<file path="src/rtl/obmfg_pkg.sv">
`timescale 1ns / 1ps

package obmfg_pkg;

    localparam logic [15:0] EMPTY_CM = 16'hFFFF;
    localparam int SCORE_W = 26;
    localparam logic signed [SCORE_W-1:0] SCORE_START = SCORE_W'(59994);

    localparam logic OP_FUSE  = 1'b0;
    localparam logic OP_GUIDE = 1'b1;

    localparam logic REG_KEEP  = 1'b0;
    localparam logic REG_GUIDE = 1'b1;

    typedef struct packed {
        logic              opcode;
        logic signed [7:0] first_bin;
        logic signed [7:0] last_bin;
        logic [15:0]       reading_cm;
        logic [15:0]       sensor_max_cm;
        logic [15:0]       sensor_min_cm;
        logic [6:0]        setpoint_bin;
    } cmd_t;

    typedef struct packed {
        logic [6:0] best_bin;
        logic       moved;
        logic [7:0] bins_written;
    } rsp_t;

    typedef enum logic [3:0] {
        S_IDLE,
        S_F_PREP,
        S_G_PREP,
        S_NORM,
        S_F_RD,
        S_F_CHK,
        S_G_RD,
        S_G_LD,
        S_G_PEN,
        S_G_S0,
        S_G_S1,
        S_G_S2,
        S_G_CMP,
        S_DONE
    } state_t;

    function automatic logic [15:0] eff_dist(input logic [15:0] d, input logic [15:0] keep);
        eff_dist = (d == EMPTY_CM) ? keep : d;
    endfunction

endpackage

</file>
<file path="src/rtl/obmfg_ram.sv">
`timescale 1ns / 1ps

module obmfg_ram #(
    parameter int WIDTH = 32,
    parameter int DEPTH = 60
) (
    input  logic                     clk,
    input  logic                     we,
    input  logic [$clog2(DEPTH)-1:0] waddr,
    input  logic [WIDTH-1:0]         wdata,
    input  logic [$clog2(DEPTH)-1:0] raddr,
    output logic [WIDTH-1:0]         rdata
);

    logic [WIDTH-1:0] mem [DEPTH];

    always_ff @(posedge clk)
    begin
        if (we)
        begin
            mem[waddr] <= wdata;
        end
        rdata <= mem[raddr];
    end

endmodule

</file>
<file path="src/rtl/obstacle_bin_map_fuse_and_guide_unit.sv">
`timescale 1ns / 1ps

// Polar obstacle map of BINS bins with a fuse command and a guide command. Only one item is in
// flight: busy is high from the cycle after start is taken until the result has been shown. A
// fuse first wraps its first bin into the map with the shared adder, then reads and checks
// each bin of the span in turn; a dropped reading or an empty span goes straight to the result.
// A guide wraps the bin just below its search window the same way, then scores each candidate
// in a window whose half width is set in the guide register. Every candidate after the first
// takes its own read, load, penalty, score and compare steps, set by the one read port of the
// bin memory, the penalty multiply and the single shared adder that builds the score and
// compares it. The result is shown on rsp for exactly one cycle with done high; the receiver
// cannot hold it off, so it must take it in that cycle.
module obstacle_bin_map_fuse_and_guide_unit #(
    parameter int BINS = 60
) (
    input  logic               clk,
    input  logic               rst_n,
    input  logic               start,
    output logic               busy,
    input  obmfg_pkg::cmd_t    cmd,
    output logic               done,
    output obmfg_pkg::rsp_t    rsp,
    input  logic               psel,
    input  logic               penable,
    input  logic               pwrite,
    input  logic [2:0]         paddr,
    input  logic [31:0]        pwdata,
    output logic [31:0]        prdata,
    output logic               pready
);

    import obmfg_pkg::*;

    localparam int IDX_W = $clog2(BINS);
    localparam int CNT_W = $clog2(BINS + 1);
    localparam logic signed [8:0] BINS_N = 9'(BINS);
    localparam logic signed [9:0] BINS_C = 10'(BINS);

    state_t state_reg, state_next;

    logic [15:0]             keep_reg, keep_next;
    logic [4:0]              gb_reg, gb_next;
    logic [BINS-1:0]         valid_reg, valid_next;

    logic                    op_reg, op_next;
    logic signed [7:0]       first_reg, first_next;
    logic signed [7:0]       last_reg, last_next;
    logic [15:0]             reading_reg, reading_next;
    logic [15:0]             rng_reg, rng_next;
    logic [15:0]             mind_reg, mind_next;
    logic [6:0]              sp_reg, sp_next;
    logic signed [8:0]       norm_reg, norm_next;
    logic [IDX_W-1:0]        idx_reg, idx_next;
    logic [CNT_W-1:0]        cnt_reg, cnt_next;
    logic [7:0]              written_reg, written_next;
    logic                    in_range_reg, in_range_next;
    logic [15:0]             w0_reg, w0_next;
    logic [15:0]             w1_reg, w1_next;
    logic [15:0]             w2_reg, w2_next;
    logic [IDX_W-1:0]        i1_reg, i1_next;
    logic [IDX_W-1:0]        i2_reg, i2_next;
    logic [1:0]              prime_reg, prime_next;
    logic [5:0]              cand_reg, cand_next;
    logic [4:0]              absk_reg, absk_next;
    logic                    neg_reg, neg_next;
    logic [17:0]             keep3_reg, keep3_next;
    logic signed [SCORE_W-1:0] acc_reg, acc_next;
    logic signed [SCORE_W-1:0] best_reg, best_next;
    logic [6:0]              chosen_reg, chosen_next;
    logic                    rd_vld_reg;

    logic signed [SCORE_W-1:0] alu_a, alu_b, alu_res;
    logic                      alu_sub;

    logic [31:0]      ram_rdata;
    logic             ram_we;
    logic [31:0]      ram_wdata;
    logic [15:0]      rd_dist, rd_rng;
    logic [IDX_W-1:0] idx_inc;
    logic             norm_ok;
    logic             bin_take;
    logic             cfg_wr;
    logic [15:0]      clamped;
    logic signed [9:0] span;
    logic [22:0]      pen_prod;

    assign pready = 1'b1;
    assign cfg_wr = psel && penable && pwrite;

    always_comb
    begin
        case (paddr[2])
            REG_KEEP:  prdata = {16'd0, keep_reg};
            REG_GUIDE: prdata = {27'd0, gb_reg};
            default:   prdata = 32'd0;
        endcase
    end

    obmfg_ram #(
        .WIDTH (32),
        .DEPTH (BINS)
    ) u_bin_ram (
        .clk   (clk),
        .we    (ram_we),
        .waddr (idx_reg),
        .wdata (ram_wdata),
        .raddr (idx_reg),
        .rdata (ram_rdata)
    );

    assign rd_dist   = rd_vld_reg ? ram_rdata[15:0]  : EMPTY_CM;
    assign rd_rng    = rd_vld_reg ? ram_rdata[31:16] : 16'd0;
    assign ram_wdata = {rng_reg, reading_reg};
    assign idx_inc   = (idx_reg == IDX_W'(BINS - 1)) ? '0 : idx_reg + 1'b1;
    assign norm_ok   = !norm_reg[8] && (norm_reg < BINS_N);
    assign clamped   = (reading_reg > rng_reg) ? rng_reg : reading_reg;
    assign span      = 10'(last_reg) - 10'(first_reg) + 10'sd1;
    assign pen_prod  = 23'(keep3_reg) * 23'(absk_reg);

    always_comb
    begin
        if (in_range_reg)
        begin
            bin_take = (rd_dist >= rd_rng) || (rng_reg <= rd_rng);
        end
        else
        begin
            bin_take = ((rd_dist >= rd_rng) && (rng_reg >= rd_rng))
                    || ((rd_dist < rd_rng) && (rng_reg == rd_rng));
        end
    end

    // Shared adder and subtractor for wrapping, score build-up and compare.
    always_comb
    begin
        alu_a   = acc_reg;
        alu_b   = '0;
        alu_sub = 1'b1;
        case (state_reg)
            S_NORM:
            begin
                alu_a   = SCORE_W'(norm_reg);
                alu_b   = SCORE_W'(BINS);
                alu_sub = !norm_reg[8];
            end
            S_G_S0:  alu_b = SCORE_W'({eff_dist(w0_reg, keep_reg), 1'b0});
            S_G_S1:  alu_b = SCORE_W'({w1_reg, 3'b000});
            S_G_S2:  alu_b = SCORE_W'({eff_dist(w2_reg, keep_reg), 1'b0});
            S_G_CMP: alu_b = best_reg;
            default: alu_b = '0;
        endcase
        alu_res = alu_a + (alu_sub ? ~alu_b : alu_b) + SCORE_W'(alu_sub);
    end

    always_comb
    begin
        state_next = state_reg;
        case (state_reg)
            S_IDLE:
            begin
                if (start)
                begin
                    state_next = (cmd.opcode == OP_GUIDE) ? S_G_PREP : S_F_PREP;
                end
            end
            S_F_PREP:
            begin
                if ((clamped > mind_reg) && (span > 10'sd0))
                begin
                    state_next = S_NORM;
                end
                else
                begin
                    state_next = S_DONE;
                end
            end
            S_G_PREP: state_next = S_NORM;
            S_NORM:
            begin
                if (norm_ok)
                begin
                    state_next = (op_reg == OP_GUIDE) ? S_G_RD : S_F_RD;
                end
            end
            S_F_RD:  state_next = S_F_CHK;
            S_F_CHK: state_next = (cnt_reg == CNT_W'(1)) ? S_DONE : S_F_RD;
            S_G_RD:  state_next = S_G_LD;
            S_G_LD:  state_next = (prime_reg == 2'd2) ? S_G_PEN : S_G_RD;
            S_G_PEN: state_next = S_G_S0;
            S_G_S0:  state_next = S_G_S1;
            S_G_S1:  state_next = S_G_S2;
            S_G_S2:  state_next = S_G_CMP;
            S_G_CMP: state_next = (cand_reg == 6'd0) ? S_DONE : S_G_RD;
            S_DONE:  state_next = S_IDLE;
            default: state_next = S_IDLE;
        endcase
    end

    always_comb
    begin
        busy = (state_reg != S_IDLE);
        done = (state_reg == S_DONE);
        rsp  = '0;
        if (op_reg == OP_GUIDE)
        begin
            rsp.best_bin = chosen_reg;
            rsp.moved    = (chosen_reg != sp_reg);
        end
        else
        begin
            rsp.bins_written = written_reg;
        end
    end

    always_comb
    begin
        keep_next     = keep_reg;
        gb_next       = gb_reg;
        valid_next    = valid_reg;
        op_next       = op_reg;
        first_next    = first_reg;
        last_next     = last_reg;
        reading_next  = reading_reg;
        rng_next      = rng_reg;
        mind_next     = mind_reg;
        sp_next       = sp_reg;
        norm_next     = norm_reg;
        idx_next      = idx_reg;
        cnt_next      = cnt_reg;
        written_next  = written_reg;
        in_range_next = in_range_reg;
        w0_next       = w0_reg;
        w1_next       = w1_reg;
        w2_next       = w2_reg;
        i1_next       = i1_reg;
        i2_next       = i2_reg;
        prime_next    = prime_reg;
        cand_next     = cand_reg;
        absk_next     = absk_reg;
        neg_next      = neg_reg;
        keep3_next    = keep3_reg;
        acc_next      = acc_reg;
        best_next     = best_reg;
        chosen_next   = chosen_reg;
        ram_we        = 1'b0;

        if (cfg_wr)
        begin
            case (paddr[2])
                REG_KEEP:  keep_next = pwdata[15:0];
                REG_GUIDE: gb_next   = pwdata[4:0];
                default:   keep_next = keep_reg;
            endcase
        end

        case (state_reg)
            S_IDLE:
            begin
                if (start)
                begin
                    op_next      = cmd.opcode;
                    first_next   = cmd.first_bin;
                    last_next    = cmd.last_bin;
                    reading_next = cmd.reading_cm;
                    rng_next     = cmd.sensor_max_cm;
                    mind_next    = cmd.sensor_min_cm;
                    sp_next      = cmd.setpoint_bin;
                end
            end
            S_F_PREP:
            begin
                reading_next  = clamped;
                in_range_next = (reading_reg < rng_reg);
                norm_next     = 9'(first_reg);
                cnt_next      = (span > BINS_C) ? CNT_W'(BINS) : span[CNT_W-1:0];
                written_next  = 8'd0;
            end
            S_G_PREP:
            begin
                norm_next   = $signed({2'b00, sp_reg}) - $signed({4'b0000, gb_reg}) - 9'sd1;
                keep3_next  = {2'b00, keep_reg} + {1'b0, keep_reg, 1'b0};
                absk_next   = gb_reg;
                neg_next    = (gb_reg != 5'd0);
                cand_next   = {gb_reg, 1'b0};
                prime_next  = 2'd0;
                best_next   = SCORE_START;
                chosen_next = sp_reg;
            end
            S_NORM:
            begin
                if (norm_ok)
                begin
                    idx_next = norm_reg[IDX_W-1:0];
                end
                else
                begin
                    norm_next = alu_res[8:0];
                end
            end
            S_F_CHK:
            begin
                if (bin_take)
                begin
                    ram_we              = 1'b1;
                    valid_next[idx_reg] = 1'b1;
                    written_next        = written_reg + 8'd1;
                end
                idx_next = idx_inc;
                cnt_next = cnt_reg - 1'b1;
            end
            S_G_LD:
            begin
                w0_next  = w1_reg;
                w1_next  = w2_reg;
                w2_next  = rd_dist;
                i1_next  = i2_reg;
                i2_next  = idx_reg;
                idx_next = idx_inc;
                if (prime_reg != 2'd2)
                begin
                    prime_next = prime_reg + 2'd1;
                end
            end
            S_G_PEN: acc_next = $signed(SCORE_W'(pen_prod));
            S_G_S0:  acc_next = alu_res;
            S_G_S1:  acc_next = alu_res;
            S_G_S2:  acc_next = alu_res;
            S_G_CMP:
            begin
                if (alu_res[SCORE_W-1] && (w1_reg != EMPTY_CM))
                begin
                    best_next   = acc_reg;
                    chosen_next = 7'(i1_reg);
                end
                if (cand_reg != 6'd0)
                begin
                    cand_next = cand_reg - 6'd1;
                    if (neg_reg)
                    begin
                        if (absk_reg == 5'd1)
                        begin
                            neg_next = 1'b0;
                        end
                        absk_next = absk_reg - 5'd1;
                    end
                    else
                    begin
                        absk_next = absk_reg + 5'd1;
                    end
                end
            end
            default:
            begin
                ram_we = 1'b0;
            end
        endcase
    end

    always_ff @(posedge clk or negedge rst_n)
    begin
        if (!rst_n)
        begin
            state_reg <= S_IDLE;
            keep_reg  <= '0;
            gb_reg    <= '0;
            valid_reg <= '0;
        end
        else
        begin
            state_reg <= state_next;
            keep_reg  <= keep_next;
            gb_reg    <= gb_next;
            valid_reg <= valid_next;
        end
    end

    always_ff @(posedge clk)
    begin
        op_reg       <= op_next;
        first_reg    <= first_next;
        last_reg     <= last_next;
        reading_reg  <= reading_next;
        rng_reg      <= rng_next;
        mind_reg     <= mind_next;
        sp_reg       <= sp_next;
        norm_reg     <= norm_next;
        idx_reg      <= idx_next;
        cnt_reg      <= cnt_next;
        written_reg  <= written_next;
        in_range_reg <= in_range_next;
        w0_reg       <= w0_next;
        w1_reg       <= w1_next;
        w2_reg       <= w2_next;
        i1_reg       <= i1_next;
        i2_reg       <= i2_next;
        prime_reg    <= prime_next;
        cand_reg     <= cand_next;
        absk_reg     <= absk_next;
        neg_reg      <= neg_next;
        keep3_reg    <= keep3_next;
        acc_reg      <= acc_next;
        best_reg     <= best_next;
        chosen_reg   <= chosen_next;
        rd_vld_reg   <= valid_reg[idx_reg];
    end

endmodule

</file>
<file path="config.mk">
export PLATFORM = sky130hd
export DESIGN_NAME = obstacle_bin_map_fuse_and_guide_unit
export DESIGN_NICKNAME = d
export VERILOG_FILES = /design/src/rtl/obmfg_pkg.sv /design/src/rtl/obmfg_ram.sv /design/src/rtl/obstacle_bin_map_fuse_and_guide_unit.sv
export SDC_FILE = /design/constraint.sdc
export NUM_CORES = 2
export LEC_CHECK = 0
export BUFFER_PORTS_ARGS = -buffer_cell sky130_fd_sc_hd__buf_4
export CAP_MARGIN = 15
export CORE_MARGIN = 4
export CORE_UTILIZATION = 35
export CTS_CLUSTER_DIAMETER = 100
export DETAILED_ROUTE_END_ITERATION = 16
export PLACE_DENSITY_LB_ADDON = 0.25
export SKIP_CTS_REPAIR_TIMING = 1
export SLEW_MARGIN = 15
export SYNTH_ARGS = -nofsm -noshare
export SYNTH_HDL_FRONTEND = slang
export SYNTH_SLANG_ARGS = --single-unit
</file>
<file path="constraint.sdc">
create_clock -name clk -period 13.1 [get_ports clk]
set_input_delay 1.965 -clock clk [delete_from_list [all_inputs] [get_ports clk]]
set_output_delay 1.965 -clock clk [all_outputs]
set_load 0.02 [all_outputs]
</file>
## Word-level counts from Yosys, hierarchy flattened

Memory sizes are Yosys's and may differ from the RTL's. A register that Yosys moved wholly into a read port is not among the register bits.
Index checks and enable logic that the tools add are counted.

| storage, ports and cells | value |
|---|---|
| flip-flop bits (word level) | 339 |
| bits in latches | 0 |
| memory bits (writable) | 1920 |
| bits in read-only memories | 0 |
| output and inout port bits | 51 |
| logic and storage cells | 185 |
| memories | 1 |

Memories:

| name | words | bits a word | read ports | clocked after memory_dff | wr ports | RTL line | RTL |
|---|---|---|---|---|---|---|---|
| u_bin_ram.mem | 60 | 32 | 1 | 1 | 1 | obmfg_ram.sv:15 | `logic [WIDTH-1:0] mem [DEPTH];` |

| operators by class | value |
|---|---|
| add/subtract/negate cells | 14 |
| multipliers | 1 |
| divide/modulo/power cells | 0 |
| order comparisons | 12 |
| equal/unequal tests | 30 |
| shift-type cells | 0 |
| muxes and demuxes | 57 |
| bitwise logic cells | 3 |
| reduce and logical (&&, ||, !) cells | 37 |

Operators with widths:

| kind | number |
|---|---|
| 26-bit one-hot mux with 5 select lines | 1 |
| 26-bit one-hot mux with 2 select lines | 2 |
| 16-bit two-way mux | 6 |
| 26-bit two-way mux | 3 |
| 32-bit one-hot mux with 2 select lines | 1 |
| 60-bit bitwise OR | 1 |
| 4-bit one-hot mux with 13 select lines | 1 |
| 6-bit one-hot mux with 2 select lines | 3 |
| 16-bit == test, second input constant | 2 |
| 16-bit >= comparator | 2 |
| 16-bit > comparator | 2 |
| 16-bit < comparator | 2 |
| 16-bit one-hot mux with 2 select lines | 1 |
| 9-bit one-hot mux with 3 select lines | 1 |
| 26-bit by 1-bit adder with 26-bit output | 1 |
| 26-bit adder | 1 |
| 26-bit NOT | 1 |
| 4-bit == test, second input constant | 6 |
| 4-bit two-way mux | 6 |
| 6-bit two-way mux | 4 |
| 8-bit two-way mux | 3 |
| 2-bit AND reduction | 12 |
| 18-bit by 5-bit multiplier with 23-bit output | 1 |
| 16-bit by 17-bit adder with 18-bit output | 1 |
| 52 further kinds | 90 |

## Depth between registers and ports, before layout

| depth | value |
|---|---|
| word-level depth | 10 |
| depth in mapped cells | 23 |
| gate-level depth less buffers | 22 |

## Hierarchy

Synthesis repeated with hierarchy kept, for this count alone.

| second synthesis, totals | value |
|---|---|
| cell total of the unflattened synthesis | 5300 |
| area, all modules | 95559.1 um^2 |

Modules (own cells, without submodules):

| module | instances | cells an instance | area an instance (um^2) | seq. area each (um^2) |
|---|---|---|---|---|
| obmfg_ram | 1 | 3264 | 73803.3 | 58295.9 |
| obstacle_bin_map_fuse_and_guide_unit | 1 | 2036 | 21755.9 | 9744.3 |

## Least setup slack after synthesis

No wires, ideal clock.

| timing | value |
|---|---|
| path kind | register to register |
| start | register state_reg[2] |
| end | register best_reg[0] (enable) |
| setup time | 426 ps |
| data arrival time | 5596 ps |
| setup slack | 7078 ps |
| stages on the path, launching flop included | 20 |
| path buffers | 3 |
| cell sequence | dfrtp_1 buf_6 or2b_1 inv_1 and3_1 clkbuf_1 clkbuf_1 o211ai_1 and3_1 ha_1 o21a_1 o21ai_0 nand2b_1 and3_1 a211oi_4 o21ai_4 a211oi_2 xnor2_1 xnor2_1 o31ai_2 |

| on the way | value |
|---|---|
| word-level cells in the longest chain between the ends | 9 |
| elaborated cells between the ends (all ways) | 17 |

RTL lines:

| element | RTL line | RTL |
|---|---|---|
| start, declared | obstacle_bin_map_fuse_and_guide_unit.sv:39 | `state_t state_reg, state_next;` |
| start signal, assigned | obstacle_bin_map_fuse_and_guide_unit.sv:370 | `state_reg <= state_next;` |
| 4-bit == test, or another cell as far along | obstacle_bin_map_fuse_and_guide_unit.sv:139, obstacle_bin_map_fuse_and_guide_unit.sv:256 |  |
| 26-bit one-hot mux with 5 select lines | obstacle_bin_map_fuse_and_guide_unit.sv:139 | `case (state_reg)` |
| 26-bit NOT | obstacle_bin_map_fuse_and_guide_unit.sv:152 | `alu_res = alu_a + (alu_sub ? ~alu_b : alu_b) + SCORE_W'(alu_sub);` |
| 26-bit two-way mux | obstacle_bin_map_fuse_and_guide_unit.sv:152 |  |
| 26-bit adder | obstacle_bin_map_fuse_and_guide_unit.sv:152 |  |
| 26-bit by 1-bit adder with 26-bit output | obstacle_bin_map_fuse_and_guide_unit.sv:152 |  |
| 1-bit logical AND | obstacle_bin_map_fuse_and_guide_unit.sv:330 | `if (alu_res[SCORE_W-1] && (w1_reg != EMPTY_CM))` |
| 2-bit != test (no line) | -- |  |
| 2-bit AND reduction (no line) * | -- |  |
| end signal, assigned | obstacle_bin_map_fuse_and_guide_unit.sv:402 | `best_reg <= best_next;` |
| end, declared | obstacle_bin_map_fuse_and_guide_unit.sv:68 | `logic signed [SCORE_W-1:0] best_reg, best_next;` |

Mark *: on every way between the ends. The rest lies on a longest branch, timed or not.
A chain may end at the register's enable or synchronous reset.

## Final worst setup path

| timing | value |
|---|---|
| start | register state_reg[3] |
| end | register best_reg[9] (enable) |

Same word-level chain as after synthesis.

==> results.md <==
* Endpoint type of the worst setup path: register
* Max-cap violations at 0
* Max clock buf depth at 3
* Finish-stage setup viols at 0
* Achievable frequency at 0.1540 GHz
* Layout cells sized above 1 at 14.07%
* Critical Path AT at 6970 ps
* Hold Violations, Final at 0
* Worst-path clk slew at 60 ps
* CP Buf/Inv Count at 3
* WL final at 287,000 um
* Wire length per cell at 29.95 um
* Post-Synthesis Cells at 5,687
* Startpoint Class: register
* Hold path depth at 0
* Sink Count at 2,291
* Syn_area_per_cell at 16.16 sq um
* Hold endpoint: i1_reg[2]
* CP max stage cell: dfrtp_1
* Inserted Clock Buffers at 218
* Maximum vdd drop at 0.1527 mV
* Clk_lat worst skew at 890 ps
* Ys async rst share at 3.710%
* Worst reg2reg path depth at 18
* Setup TNS at 0 ps
* Root Buffer: clkbuf_16
* Crit Path Category: register to register
* Number of top-level pins at 164
* Final setup margin at 6605 ps
* Horiz. Die Dim at 520.4 um
* Post-synthesis register bit count at 2,291
* DR vias/cell at 5.727
* Worst-path maximum fanout at 29
* Final HPWL DP at 166,700 um
* Initial core utilization at 35.28%
* Post-route insts no fill at 9,584
* Total grt overflow at 0
* Total number of vias at 54,880
* Fin crit share at 49.58%
* Tot Pwr at 14,360 uW
* RR Endpoint: best_reg[9]
* CTS tree: yes
* Max Slew Vio Count at 0
* Pre-CTS setup slack at 6500 ps
* Antenna violations before repair at 21
* Yosys cell types at 80
* Req. time, crit path at 13,570 ps
* LEAKAGE at 0.03442 uW
* CP cell instances: or2b_1, inv_1, buf_4, and3_1, o211ai_1, a31o_2, ha_1, a21o_1, a21o_1, a21oi_1, o211ai_4, a211oi_4, o21ai_4, a211oi_2, xnor2_1, xnor2_1, o31ai_4, buf_4
* Ys flop type: edfxtp_1
* PortBufs at 128
* YS warnings at 0
* Commonest non-fill, non-tap cells in the layout: edfxtp_1 (2,173), a22oi_1 (560), buf_4 (317)
* HP Start: i2_reg[2]
* DP Cell Count at 9,178
* Worst path max stage delay at 680 ps
* Post-route ant nets at 0
* Worst r2r src: state_reg[3]
* Slew of the pin with the lowest slew margin at 1290 ps
* Max reg flops at 1,920
* Synth-to-Final Area Change at 14.31%
* Fin nets at 6,234
* Worst path top cell family by delay: compound AO/OA/AOI/OAI gates
* First-pass GRT wire length at 403,200 um
* Largest net degree at the start of global routing at 88
* Die area at 270,800 sq um
* Worst reg2reg setup slack at 6600 ps
* Slew headroom at 13.21%
* Drt first pass iters at 6
* Register area share after synthesis at 74.05%
* Core area at 260,400 sq um
* Residual DRC at 0
* GRT Resource Usage Total at 20.54%
* Chip height at 520.4 um
* Post-Syn Area at 91,880 sq um
* RSZ-0062 raised after global routing: no
* H-tree levels at 4
* Row count at 187
* P per Cell Area at 136.7 nW/um^2
* Hold Crit Class: register to register
* EDFF count, synth at 2,173
* Most common cell after layout, fill and taps aside: edfxtp_1
* Final Skew at 70.22 ps
* RePlAce Congestion at 0.8331
* Status: completed
* Fin util at 40.33%
* Vias in the first global route at 53,110
* Crit path time final at 6495 ps
* Drt first-iter violations at 6,903
## where the power goes
part           leakage [uW]  switching, uW  internal (uW)
Clock               0.00335           2780           3360
Sequential           0.0209           38.8           7920
Combinational        0.0101            138            125
Total                0.0344           2950          11400
## cells in the mapped netlist (all sizes together) (8+ instances only)
cell	count	area, sq um
or3	10	62.56
clkbuf	200	750.7
a41oi	40	350.3
nor2	165	619.3
buf	148	676.9
nand2b	46	287.8
o21a	20	150.1
nand2	274	1028
mux2i	31	310.3
fa	52	1041
and3	23	143.9
nand3	52	260.3
xor2	37	324.1
dfrtp	85	2127
a211oi	16	137.6
a31oi	133	832.1
inv	133	499.2
a22o	148	1296
ha	167	2090
mux4	40	900.9
nor4	30	187.7
mux2	67	754.5
o21ai	147	747.0
and2	75	469.2
nand4	64	400.4
or2	14	87.58
nor2b	41	256.5
o211ai	58	449.2
o221ai	12	105.1
a221oi	170	1489
a21o	90	675.7
dfxtp	33	660.6
nor3	35	180.2
a22oi	560	4204
a21oi	140	700.7
a311oi	8	70.07
edfxtp	2173	65250
xnor2	52	455.4
o21bai	27	202.7
## routing by layer
| metal | part of all wire [%] | vias to the layer above | GRT usage [%] | wire length (um) |
|---|---|---|---|---|
| met3 | 8.1 | 330 | 3.707 | 23320 |
| li1 | - | 23320 | - | - |
| met4 | 2.3 | 6 | 4.605 | 6477 |
| met1 | 42 | 28830 | 28.82 | 121100 |
| met5 | 0.014 | - | 0 | 41 |
| met2 | 47 | 2394 | 33.39 | 136100 |
## metrics by stage
| step | hold WS, ps | cell area (sq um) |
|---|---|---|
| 6_report | 391.0 | 105000 |
| 5_1_grt | 397.5 | 105000 |
| 4_1_cts | 393.0 | 105000 |
| 3_5_place_dp | 404.5 | 98100 |
| 3_3_place_gp | 400.8 | 98100 |
| 2_1_floorplan | 400.3 | 91940 |
## area by class of cell
type                            count  area [sq um]
Tap cell                         3496          4374
Fill cell                       23620        155400
Timing Repair Buffer              328          2591
Inverter                          133         499.2
Sequential cell                  2291         68040
Clock buffer                      278          5888
Antenna cell                        5         12.51
Clock inverter                    123          1012
Multi-Input combinational cell   2930         22610
## worst register-to-register path: stages (launching register included)
cell	delay, ps
dfrtp_1	680
or2b_1	330
inv_1	70
buf_4	390
and3_1	690
o211ai_1	180
a31o_2	290
ha_1	350
a21o_1	170
a21o_1	200
a21oi_1	290
o211ai_4	170
a211oi_4	410
o21ai_4	120
a211oi_2	500
xnor2_1	180
xnor2_1	180
o31ai_4	450
buf_4	470
## kinds of logic after synthesis
kind of cell | Yosys count | synth area share [%]
fa+ha+maj | 219 | 3.407
buf+inv | 481 | 2.097
mux | 138 | 2.139
flops | 2291 | 74.05
other cells | 2 | 0.008174
simple gates | 852 | 4.562
xor+xnor | 89 | 0.8484
compound gates | 1615 | 12.89
## how the worst max path moves through the flow
stage / from / end / slack, ps / cells past startpoint
after detailed placement: state_reg[3] / best_reg[24] / 6500 / 18
after CTS: state_reg[3] / best_reg[7] / 6480 / 18
after global placement: state_reg[3] / best_reg[23] / 6500 / 18
after floorplan: state_reg[2] / best_reg[0] / 7080 / 19
after global routing: state_reg[3] / best_reg[7] / 6220 / 18
final: state_reg[3] / best_reg[9] / 6600 / 18
Power figures use the tool's default switching activity.
